<file path="src/hdl/hte_pkg.sv">
`default_nettype none
package hte_pkg;

  // Frame geometry
  localparam int POS_W          = 6;
  localparam int POS_MAX        = 63;
  localparam int TEXT_START     = 3;
  localparam int FRAME_OVERHEAD = 6;
  localparam int MAX_TEXT_DEF   = 31;
  localparam int LEN_OUT_W      = 5;
  localparam int BYTE_W         = 8;
  localparam int PAGE_W         = 2;

  // Configuration register map
  localparam int CFG_IDX_W = 1;
  localparam logic [CFG_IDX_W-1:0] REG_HEADER = 1'b0;
  localparam logic [CFG_IDX_W-1:0] REG_TAIL   = 1'b1;

  localparam logic [BYTE_W-1:0] HEADER_RESET = 8'h55;
  localparam logic [BYTE_W-1:0] TAIL_RESET   = 8'hFF;

  // Controller -> datapath
  typedef struct packed {
    logic start_frame;
    logic take_byte;
    logic emit_item;
  } hte_cmd_t;

  // Datapath -> controller
  typedef struct packed {
    logic hdr_match;
    logic frame_end;
    logic page_ok;
    logic slot_free;
    logic emit_last;
  } hte_status_t;

endpackage
`default_nettype wire

</file>
<file path="src/hdl/hte_ctrl.sv">
`default_nettype none
module hte_ctrl (
  input  wire logic             clk,
  input  wire logic             rst,
  input  wire logic             in_valid,
  output logic                  in_ready,
  input  wire hte_pkg::hte_status_t status,
  output hte_pkg::hte_cmd_t     cmd
);
  import hte_pkg::*;

  localparam logic [1:0] ST_HUNT  = 2'd0;
  localparam logic [1:0] ST_FRAME = 2'd1;
  localparam logic [1:0] ST_EMIT  = 2'd2;

  logic [1:0] state;
  logic [1:0] state_next;
  logic       in_fire;

  assign in_ready = (state != ST_EMIT);
  assign in_fire  = in_valid && in_ready;

  always_comb begin
    state_next      = state;
    cmd             = '0;
    case (state)
      ST_HUNT: begin
        if (in_fire && status.hdr_match) begin
          cmd.start_frame = 1'b1;
          state_next      = ST_FRAME;
        end
      end
      ST_FRAME: begin
        if (in_fire) begin
          cmd.take_byte = 1'b1;
          if (status.frame_end) begin
            state_next = status.page_ok ? ST_EMIT : ST_HUNT;
          end
        end
      end
      ST_EMIT: begin
        if (status.slot_free) begin
          cmd.emit_item = 1'b1;
          if (status.emit_last) begin
            state_next = ST_HUNT;
          end
        end
      end
      default: begin
        state_next = ST_HUNT;
      end
    endcase
  end

  always_ff @(posedge clk) begin
    if (rst) begin
      state <= ST_HUNT;
    end else begin
      state <= state_next;
    end
  end

  // frame closing on a known page must start the text run
  a_end_to_emit: assert property (@(posedge clk) disable iff (rst)
    (state == ST_FRAME && in_valid && status.frame_end && status.page_ok)
    |=> (state == ST_EMIT))
    else $error("closed frame did not start emitting");

  a_last_frees_input: assert property (@(posedge clk) disable iff (rst)
    (cmd.emit_item && status.emit_last) |=> (state == ST_HUNT && in_ready))
    else $error("input not reopened after last item");

  a_no_take_in_emit: assert property (@(posedge clk) disable iff (rst)
    (state == ST_EMIT) |-> (!cmd.take_byte && !cmd.start_frame && !in_ready))
    else $error("byte taken while emitting");

endmodule
`default_nettype wire

</file>
<file path="src/hdl/hte_datapath.sv">
`default_nettype none
module hte_datapath #(
  parameter int MAX_TEXT = hte_pkg::MAX_TEXT_DEF
) (
  input  wire logic                          clk,
  input  wire logic                          rst,
  input  wire logic                          cfg_write,
  input  wire logic [hte_pkg::CFG_IDX_W-1:0] cfg_index,
  input  wire logic [hte_pkg::BYTE_W-1:0]    cfg_data,
  input  wire logic [hte_pkg::BYTE_W-1:0]    rx_byte,
  input  wire hte_pkg::hte_cmd_t             cmd,
  output hte_pkg::hte_status_t               status,
  input  wire logic                          out_ready,
  output logic                               out_valid,
  output logic [hte_pkg::PAGE_W-1:0]         page_number,
  output logic [hte_pkg::BYTE_W-1:0]         command_code,
  output logic [hte_pkg::BYTE_W-1:0]         text_byte,
  output logic [hte_pkg::LEN_OUT_W-1:0]      text_length,
  output logic                               has_text,
  output logic                               last
);
  import hte_pkg::*;

  localparam int IDX_W = (MAX_TEXT > 1) ? $clog2(MAX_TEXT) : 1;

  logic [BYTE_W-1:0] header_value;
  logic [BYTE_W-1:0] tail_value;

  logic [POS_W-1:0]  position;
  logic [1:0]        tail_run;
  logic [BYTE_W-1:0] page_hold;
  logic [BYTE_W-1:0] command_hold;
  logic [BYTE_W-1:0] text_mem [MAX_TEXT];

  logic [POS_W-1:0]  frame_len;
  logic [POS_W-1:0]  emit_idx;

  logic [POS_W-1:0]  pos_next;
  logic [POS_W-1:0]  text_off;
  logic              text_wr;
  logic              tail_hit;
  logic [POS_W-1:0]  len_raw;
  logic [POS_W-1:0]  len_clamp;

  // config registers
  always_ff @(posedge clk) begin
    if (rst) begin
      header_value <= HEADER_RESET;
      tail_value   <= TAIL_RESET;
    end else if (cfg_write) begin
      case (cfg_index)
        REG_HEADER: header_value <= cfg_data;
        REG_TAIL:   tail_value   <= cfg_data;
        default:    ;
      endcase
    end
  end

  assign pos_next  = (position == POS_W'(POS_MAX)) ? position : position + 1'b1;
  assign text_off  = pos_next - POS_W'(TEXT_START);
  assign text_wr   = (pos_next >= POS_W'(TEXT_START)) && (text_off < POS_W'(MAX_TEXT));
  assign tail_hit  = (rx_byte == tail_value);
  assign len_raw   = (pos_next >= POS_W'(FRAME_OVERHEAD))
                   ? pos_next - POS_W'(FRAME_OVERHEAD - 1) : '0;
  assign len_clamp = (len_raw > POS_W'(MAX_TEXT)) ? POS_W'(MAX_TEXT) : len_raw;

  assign status.hdr_match = (rx_byte == header_value);
  assign status.frame_end = tail_hit && (tail_run == 2'd2);
  assign status.page_ok   = (page_hold[BYTE_W-1:PAGE_W] == '0) && (page_hold[PAGE_W-1:0] != '0);
  assign status.slot_free = !out_valid || out_ready;
  assign status.emit_last = (frame_len == '0) || (emit_idx == frame_len - 1'b1);

  // frame tracking
  always_ff @(posedge clk) begin
    if (rst) begin
      position <= '0;
      tail_run <= '0;
    end else if (cmd.start_frame) begin
      position <= '0;
      tail_run <= '0;
    end else if (cmd.take_byte) begin
      position <= pos_next;
      if (!tail_hit || status.frame_end) begin
        tail_run <= '0;
      end else begin
        tail_run <= tail_run + 1'b1;
      end
    end
  end

  always_ff @(posedge clk) begin
    if (cmd.take_byte) begin
      if (pos_next == POS_W'(1)) begin
        page_hold <= rx_byte;
      end
      if (pos_next == POS_W'(2)) begin
        command_hold <= rx_byte;
      end
      if (status.frame_end) begin
        frame_len <= len_clamp;
      end
    end
  end

  // text store: one write port, one registered read into the output stage
  always_ff @(posedge clk) begin
    if (cmd.take_byte && text_wr) begin
      text_mem[text_off[IDX_W-1:0]] <= rx_byte;
    end
  end

  always_ff @(posedge clk) begin
    if (cmd.take_byte && status.frame_end) begin
      emit_idx <= '0;
    end else if (cmd.emit_item) begin
      emit_idx <= emit_idx + 1'b1;
    end
  end

  // output register
  always_ff @(posedge clk) begin
    if (rst) begin
      out_valid <= 1'b0;
    end else if (cmd.emit_item) begin
      out_valid <= 1'b1;
    end else if (out_ready) begin
      out_valid <= 1'b0;
    end
  end

  always_ff @(posedge clk) begin
    if (cmd.emit_item) begin
      page_number  <= page_hold[PAGE_W-1:0];
      command_code <= command_hold;
      text_length  <= frame_len[LEN_OUT_W-1:0];
      has_text     <= (frame_len != '0);
      last         <= status.emit_last;
      if (frame_len == '0) begin
        text_byte <= '0;
      end else begin
        text_byte <= text_mem[emit_idx[IDX_W-1:0]];
      end
    end
  end

  a_emit_fills_slot: assert property (@(posedge clk) disable iff (rst)
    cmd.emit_item |=> out_valid)
    else $error("emitted item not presented");

  a_empty_item: assert property (@(posedge clk) disable iff (rst)
    (out_valid && !has_text) |-> (last && text_byte == '0 && text_length == '0))
    else $error("empty-text item malformed");

  a_pos_step: assert property (@(posedge clk) disable iff (rst)
    (cmd.take_byte && !status.frame_end && position != POS_W'(POS_MAX))
    |=> (position == $past(position) + 1'b1))
    else $error("position did not advance");

endmodule
`default_nettype wire

</file>
<file path="src/hdl/header_tail_frame_extractor_unit.sv">
`default_nettype none
// Frame extractor for a byte-serial display link. Bytes arrive one per
// transfer on the input channel. While hunting, every byte that differs
// from header_value (config index 0, reset 0x55) is dropped. A header opens
// a frame: the next byte is the page, the one after it the command, then up
// to MAX_TEXT text bytes are stored. The frame closes on the first three
// consecutive tail_value bytes (config index 1, reset 0xFF), counted from
// the page byte on, so tails in page or command count. Text length is the
// frame length minus 6, clamped to 0..MAX_TEXT and reported in 5 bits. For
// page 1..3 the block issues one output transfer per text byte, or a single
// transfer with has_text low when the text is empty; last marks the final
// one. Other pages give no output. Timing: one input byte per cycle while
// hunting or inside a frame. After a frame for a known page, in_ready stays
// low while the text run drains, one read of the text memory per cycle
// while the output slot is free, that is while out_valid is low or out_ready is high.
// A header inside a frame is plain data. Configuration is written through
// cfg_write/cfg_index/cfg_data and should only change while idle.
module header_tail_frame_extractor_unit #(
  parameter int MAX_TEXT = hte_pkg::MAX_TEXT_DEF
) (
  input  wire logic                          clk,
  input  wire logic                          rst,
  // config write port
  input  wire logic                          cfg_write,
  input  wire logic [hte_pkg::CFG_IDX_W-1:0] cfg_index,
  input  wire logic [hte_pkg::BYTE_W-1:0]    cfg_data,
  // byte input
  input  wire logic                          in_valid,
  output logic                               in_ready,
  input  wire logic [hte_pkg::BYTE_W-1:0]    rx_byte,
  // text output
  output logic                               out_valid,
  input  wire logic                          out_ready,
  output logic [hte_pkg::PAGE_W-1:0]         page_number,
  output logic [hte_pkg::BYTE_W-1:0]         command_code,
  output logic [hte_pkg::BYTE_W-1:0]         text_byte,
  output logic [hte_pkg::LEN_OUT_W-1:0]      text_length,
  output logic                               has_text,
  output logic                               last
);
  import hte_pkg::*;

  hte_cmd_t    cmd;
  hte_status_t status;

  // sequencing: hunt / frame / emit
  hte_ctrl u_ctrl (
    .clk      (clk),
    .rst      (rst),
    .in_valid (in_valid),
    .in_ready (in_ready),
    .status   (status),
    .cmd      (cmd)
  );

  // config, frame counters, text memory and output register
  hte_datapath #(
    .MAX_TEXT (MAX_TEXT)
  ) u_datapath (
    .clk          (clk),
    .rst          (rst),
    .cfg_write    (cfg_write),
    .cfg_index    (cfg_index),
    .cfg_data     (cfg_data),
    .rx_byte      (rx_byte),
    .cmd          (cmd),
    .status       (status),
    .out_ready    (out_ready),
    .out_valid    (out_valid),
    .page_number  (page_number),
    .command_code (command_code),
    .text_byte    (text_byte),
    .text_length  (text_length),
    .has_text     (has_text),
    .last         (last)
  );

endmodule
`default_nettype wire

</file>
<file path="config.mk">
export PLATFORM = sky130hd
export DESIGN_NAME = header_tail_frame_extractor_unit
export DESIGN_NICKNAME = d
export VERILOG_FILES = /design/src/hdl/hte_pkg.sv /design/src/hdl/hte_ctrl.sv /design/src/hdl/hte_datapath.sv /design/src/hdl/header_tail_frame_extractor_unit.sv
export SDC_FILE = /design/constraint.sdc
export NUM_CORES = 1
export LEC_CHECK = 0
export BUFFER_PORTS_ARGS = -buffer_cell sky130_fd_sc_hd__buf_4
export CORE_MARGIN = 4
export CORE_UTILIZATION = 40
export DETAILED_ROUTE_END_ITERATION = 10
export GPL_TIMING_DRIVEN = 0
export PLACE_DENSITY = 0.58
export SLEW_MARGIN = 40
export SYNTH_ARGS = -nofsm -noshare
export SYNTH_HDL_FRONTEND = slang
export SYNTH_HIERARCHICAL = 1
export SYNTH_SLANG_ARGS = --single-unit
export TNS_END_PERCENT = 30
</file>
<file path="constraint.sdc">
create_clock -name clk -period 8.3 [get_ports clk]
set_input_delay 1.245 -clock clk [delete_from_list [all_inputs] [get_ports clk]]
set_output_delay 1.245 -clock clk [all_outputs]
set_load 0.02 [all_outputs]
</file>
==> results.tsv <==
stage	metric	value	unit
pwr	VDD IR-drop max	0.1255	mV
final_layout	synthesis-to-finish area growth	17.30	%
global_route	vias in the first global route	8129	
placement	GP Congestion	0.8232	
status	outcome	finished, final reports clean	
synthesis	average cell area after synthesis	16.24	um2
critical_path	R2R Setup Slk	4.60	ns
synthesis	#FFs+latches synth	328	
global_route	Total GRT Usage	17.23	%
sta	number of slew-limit violations in the final report	0	
detailed_routing	DRT Wirelength	32.65	mm
synthesis	synthesized instance count	851	
final_layout	final non-filler cell total	1435	
sta	Layout Skew	0.02354	ns
critical_path	CP Data Required Time	8.52	ns
die	area of the die	0.03759	mm2
global_route	global-route wire length before repair	50.05	mm
die	I/O Pins	49	
detailed_routing	DRT iter0 DRCs	588	
sta	fmax	0.2701	GHz
critical_path	Setup crit end kind	register	
global_route	largest net degree at the start of global routing	36	
pwr	Lkg Pwr	5.403	nW
synthesis	complex-gate fraction of the synthesized area	5.505	%
clocking	CTS Sinks	328	
clocking	Worst-path clk slew	0.06	ns
sta	minimum hold slack	0.4156	ns
clocking	TritonCTS clock tree	yes	
clocking	CTS buffer count	37	
synthesis	combinational family with the most area after synthesis	multiplexers	
pwr	PwrDens	223.2	mW/mm2
synthesis	xor/xnor cell area share of the yosys netlist	2.082	%
detailed_routing	vias post-DR	7899	
sta	max_slew headroom	46.82	%
placement	HPWL Detailed	21.84	mm
clocking	clk_lat worst skew	0.52	ns
synthesis	Yosys Warn Count	6	
synthesis	mapped cell area	0.01382	mm2
detailed_routing	via/cell ratio	5.505	
synthesis	fraction of the yosys area taken by sequential cells	68.88	%
placement	placed cells	1372	
die	DIE WIDTH	193.9	um
global_route	GRT Residual Overflow	0	
final_layout	layout cells sized above 1	26.24	%
critical_path	Worst EP arrival	3.93	ns
sta	Setup Viol. Count Final	0	
pwr	Overall Power	3.619	mW
detailed_routing	DR pass1 iterations	5	
detailed_routing	Post-DRT Antenna Nets	0	
clocking	postcts setup bufs	0	
die	initial cell density of the core	40.91	%
synthesis	simple-gate share of the synthesized area	8.547	%
detailed_routing	drt wl/cell	22.75	um
die	FP Rows	67	
final_layout	NumNets Final	995	
final_layout	filler instances	2900	
sta	Fin Setup TNS	0	ns
critical_path	crit start category	register	
synthesis	Synth async-reset ratio	0	%
synthesis	number of enable flip-flop cells after synthesis	295	
critical_path	Max FO, Critical Path	10	
placement	# port buffers	48	
clocking	post-CTS sizing	0	
clocking	hold buffer count at CTS	0	
clocking	CTS H-tree lvls	2	
sta	fin crit share	44.61	%
sta	RSZ-0062 raised after global routing	no	
worst_hold_path	HP Class	reg2reg	
final_layout	number of diodes	0	
synthesis	Post-Syn Nets	883	
flow_run	max cap viols	0	
detailed_routing	DRC	0	
synthesis	Main synth FF type	edfxtp_1	
clocking	clock root cell	clkbuf_16	
sta	Final Hold Viols	0	
critical_path	CP Class	reg2reg	
synthesis	Netlist cell types	69	
clocking	worst-case clock buffer depth	3	
synthesis	proportion of synthesized area in mux cells	11.70	%
sta	Slew @ Worst Pin	0.7934	ns
sta	Tmin final	3.703	ns
die	die height	193.9	um
die	area of the core	0.03378	mm2
global_route	initial antenna violation count	1	
synthesis	area share of fa/ha/maj cells after synthesis	0.9778	%
==> cell usage after synthesis (5+ instances only) <==
master,n,share of area (%)
a211o_1,9,0.57
a211oi_1,19,1.0
a21oi_1,36,1.3
a22o_1,8,0.51
a31oi_1,5,0.23
and3_1,15,0.68
buf_1,7,0.19
buf_2,18,0.65
clkbuf_1,20,0.54
dfxtp_1,33,4.8
edfxtp_1,295,64
ha_1,10,0.91
inv_1,13,0.35
mux2i_1,33,2.4
mux4_2,56,9.1
nand2_1,43,1.2
nand2b_1,12,0.54
nand3_1,11,0.40
nand3b_1,7,0.38
nand4_1,13,0.59
nor2_1,31,0.84
nor2b_1,21,0.95
nor3_1,18,0.65
nor4_1,13,0.59
o21ai_0,9,0.33
xnor2_1,25,1.6
xor2_1,6,0.38
==> registers in the layout, summed over array words and instances (netlist names) <==
register / flops
u_datapath/tail_run: 2
u_datapath/header_value: 8
u_datapath/text_length: 5
u_datapath/tail_value: 8
u_datapath/frame_len: 6
u_datapath/command_code: 8
u_ctrl/state: 2
u_datapath/text_mem: 248
u_datapath/text_byte: 8
u_datapath/page_hold: 8
u_datapath/page_number: 2
u_datapath/has_text: 1
u_datapath/position: 6
u_datapath/last: 1
u_datapath/command_hold: 8
u_datapath/emit_idx: 6
u_datapath/out_valid: 1
==> final timing paths <==
path                                        startpoint                              endpoint  cells after the start
setup / recovery   u_datapath/position[2]$_SDFFE_PP0P_   u_datapath/text_mem[5][5]$_DFFE_PP_                     10
hold / removal    u_datapath/command_hold[1]$_DFFE_PP_  u_datapath/command_code[1]$_DFFE_PP_                      0
setup reg to reg   u_datapath/position[2]$_SDFFE_PP0P_   u_datapath/text_mem[5][5]$_DFFE_PP_                     10
hold reg to reg   u_datapath/command_hold[1]$_DFFE_PP_  u_datapath/command_code[1]$_DFFE_PP_                      0
==> layout make-up <==
type	count	area (um2)	share of cell area [%]
multi-input combinational	457	4184	25.81
sequential	328	9519	58.72
clock buffer	43	958.4	5.912
clock inverter	20	153.9	0.9494
timing repair buffer	73	518.0	3.195
tap	448	560.5	3.458
inverter	13	48.80	0.3010
buffer	53	267.8	1.652
==> metrics by stage <==
| stage | setup slack (ns) | util [%] | area, um2 |
|---|---|---|---|
| after floorplan | 4.813 | - | 13820 |
| after global placement | 3.537 | 43.63 | 14740 |
| after detailed placement | 4.386 | 44.63 | 15080 |
| after CTS | 4.583 | 47.92 | 16190 |
| after global routing | 4.432 | 47.98 | 16210 |
| final | 4.597 | 47.98 | 16210 |
==> kinds of logic after synthesis <==
logic type / Yosys count
AOI/OAI and AO/OA: 110
xor gates and xnor gates: 32
adders and majority gates: 11
buffers and inverters: 66
DFF: 328
muxes: 91
other: 1
and+or+nand+nor: 212
==> placed cells by master, fill, tap and decap left out, drive strengths merged, types with 4 or more instances in the layout <==
master  instances
a21oi          36
mux4           56
a211o           9
clkinv         14
xor2            6
nand3          11
mux2i          34
o21ai          10
and3           16
a31oi           5
ha             10
nand4          13
buf           106
nand2b         13
clkbuf         63
a22o            8
o211ai          5
nor4           15
nand2          43
inv            17
or2             4
or3             4
nor3           18
nor2           31
nor2b          21
nand3b          7
a211oi         19
nor4b           4
dfxtp          33
xnor2          26
edfxtp        295
==> critical path: stages, from the launching register on <==
cell,delay [ns]
dfxtp_1,0.38
ha_1,0.32
clkbuf_1,0.38
nand2b_1,0.24
a21oi_1,0.06
o311ai_0,0.52
nor2_1,0.14
clkbuf_2,0.31
nor4_2,0.57
buf_2,0.28
buf_2,0.20
==> per-layer routing <==
| metal | up-vias | routed length, um | global-route usage (%) |
|---|---|---|---|
| li1 | 3584 | - | - |
| met1 | 4041 | 14010 | 23.45 |
| met4 | 0 | 828 | 4.870 |
| met2 | 217 | 16240 | 29.06 |
| met3 | 57 | 1573 | 2.676 |
| met5 | - | 0 | 0 |
==> power breakdown <==
group	switching, mW	internal (mW)	leakage [nW]	total (mW)
Sequential	0.00585	1.80	2.94	1.81
Combinational	0.166	0.127	1.92	0.293
Clock	0.630	0.887	0.549	1.52
No activity file was read; power rests on OpenSTA's default activity.
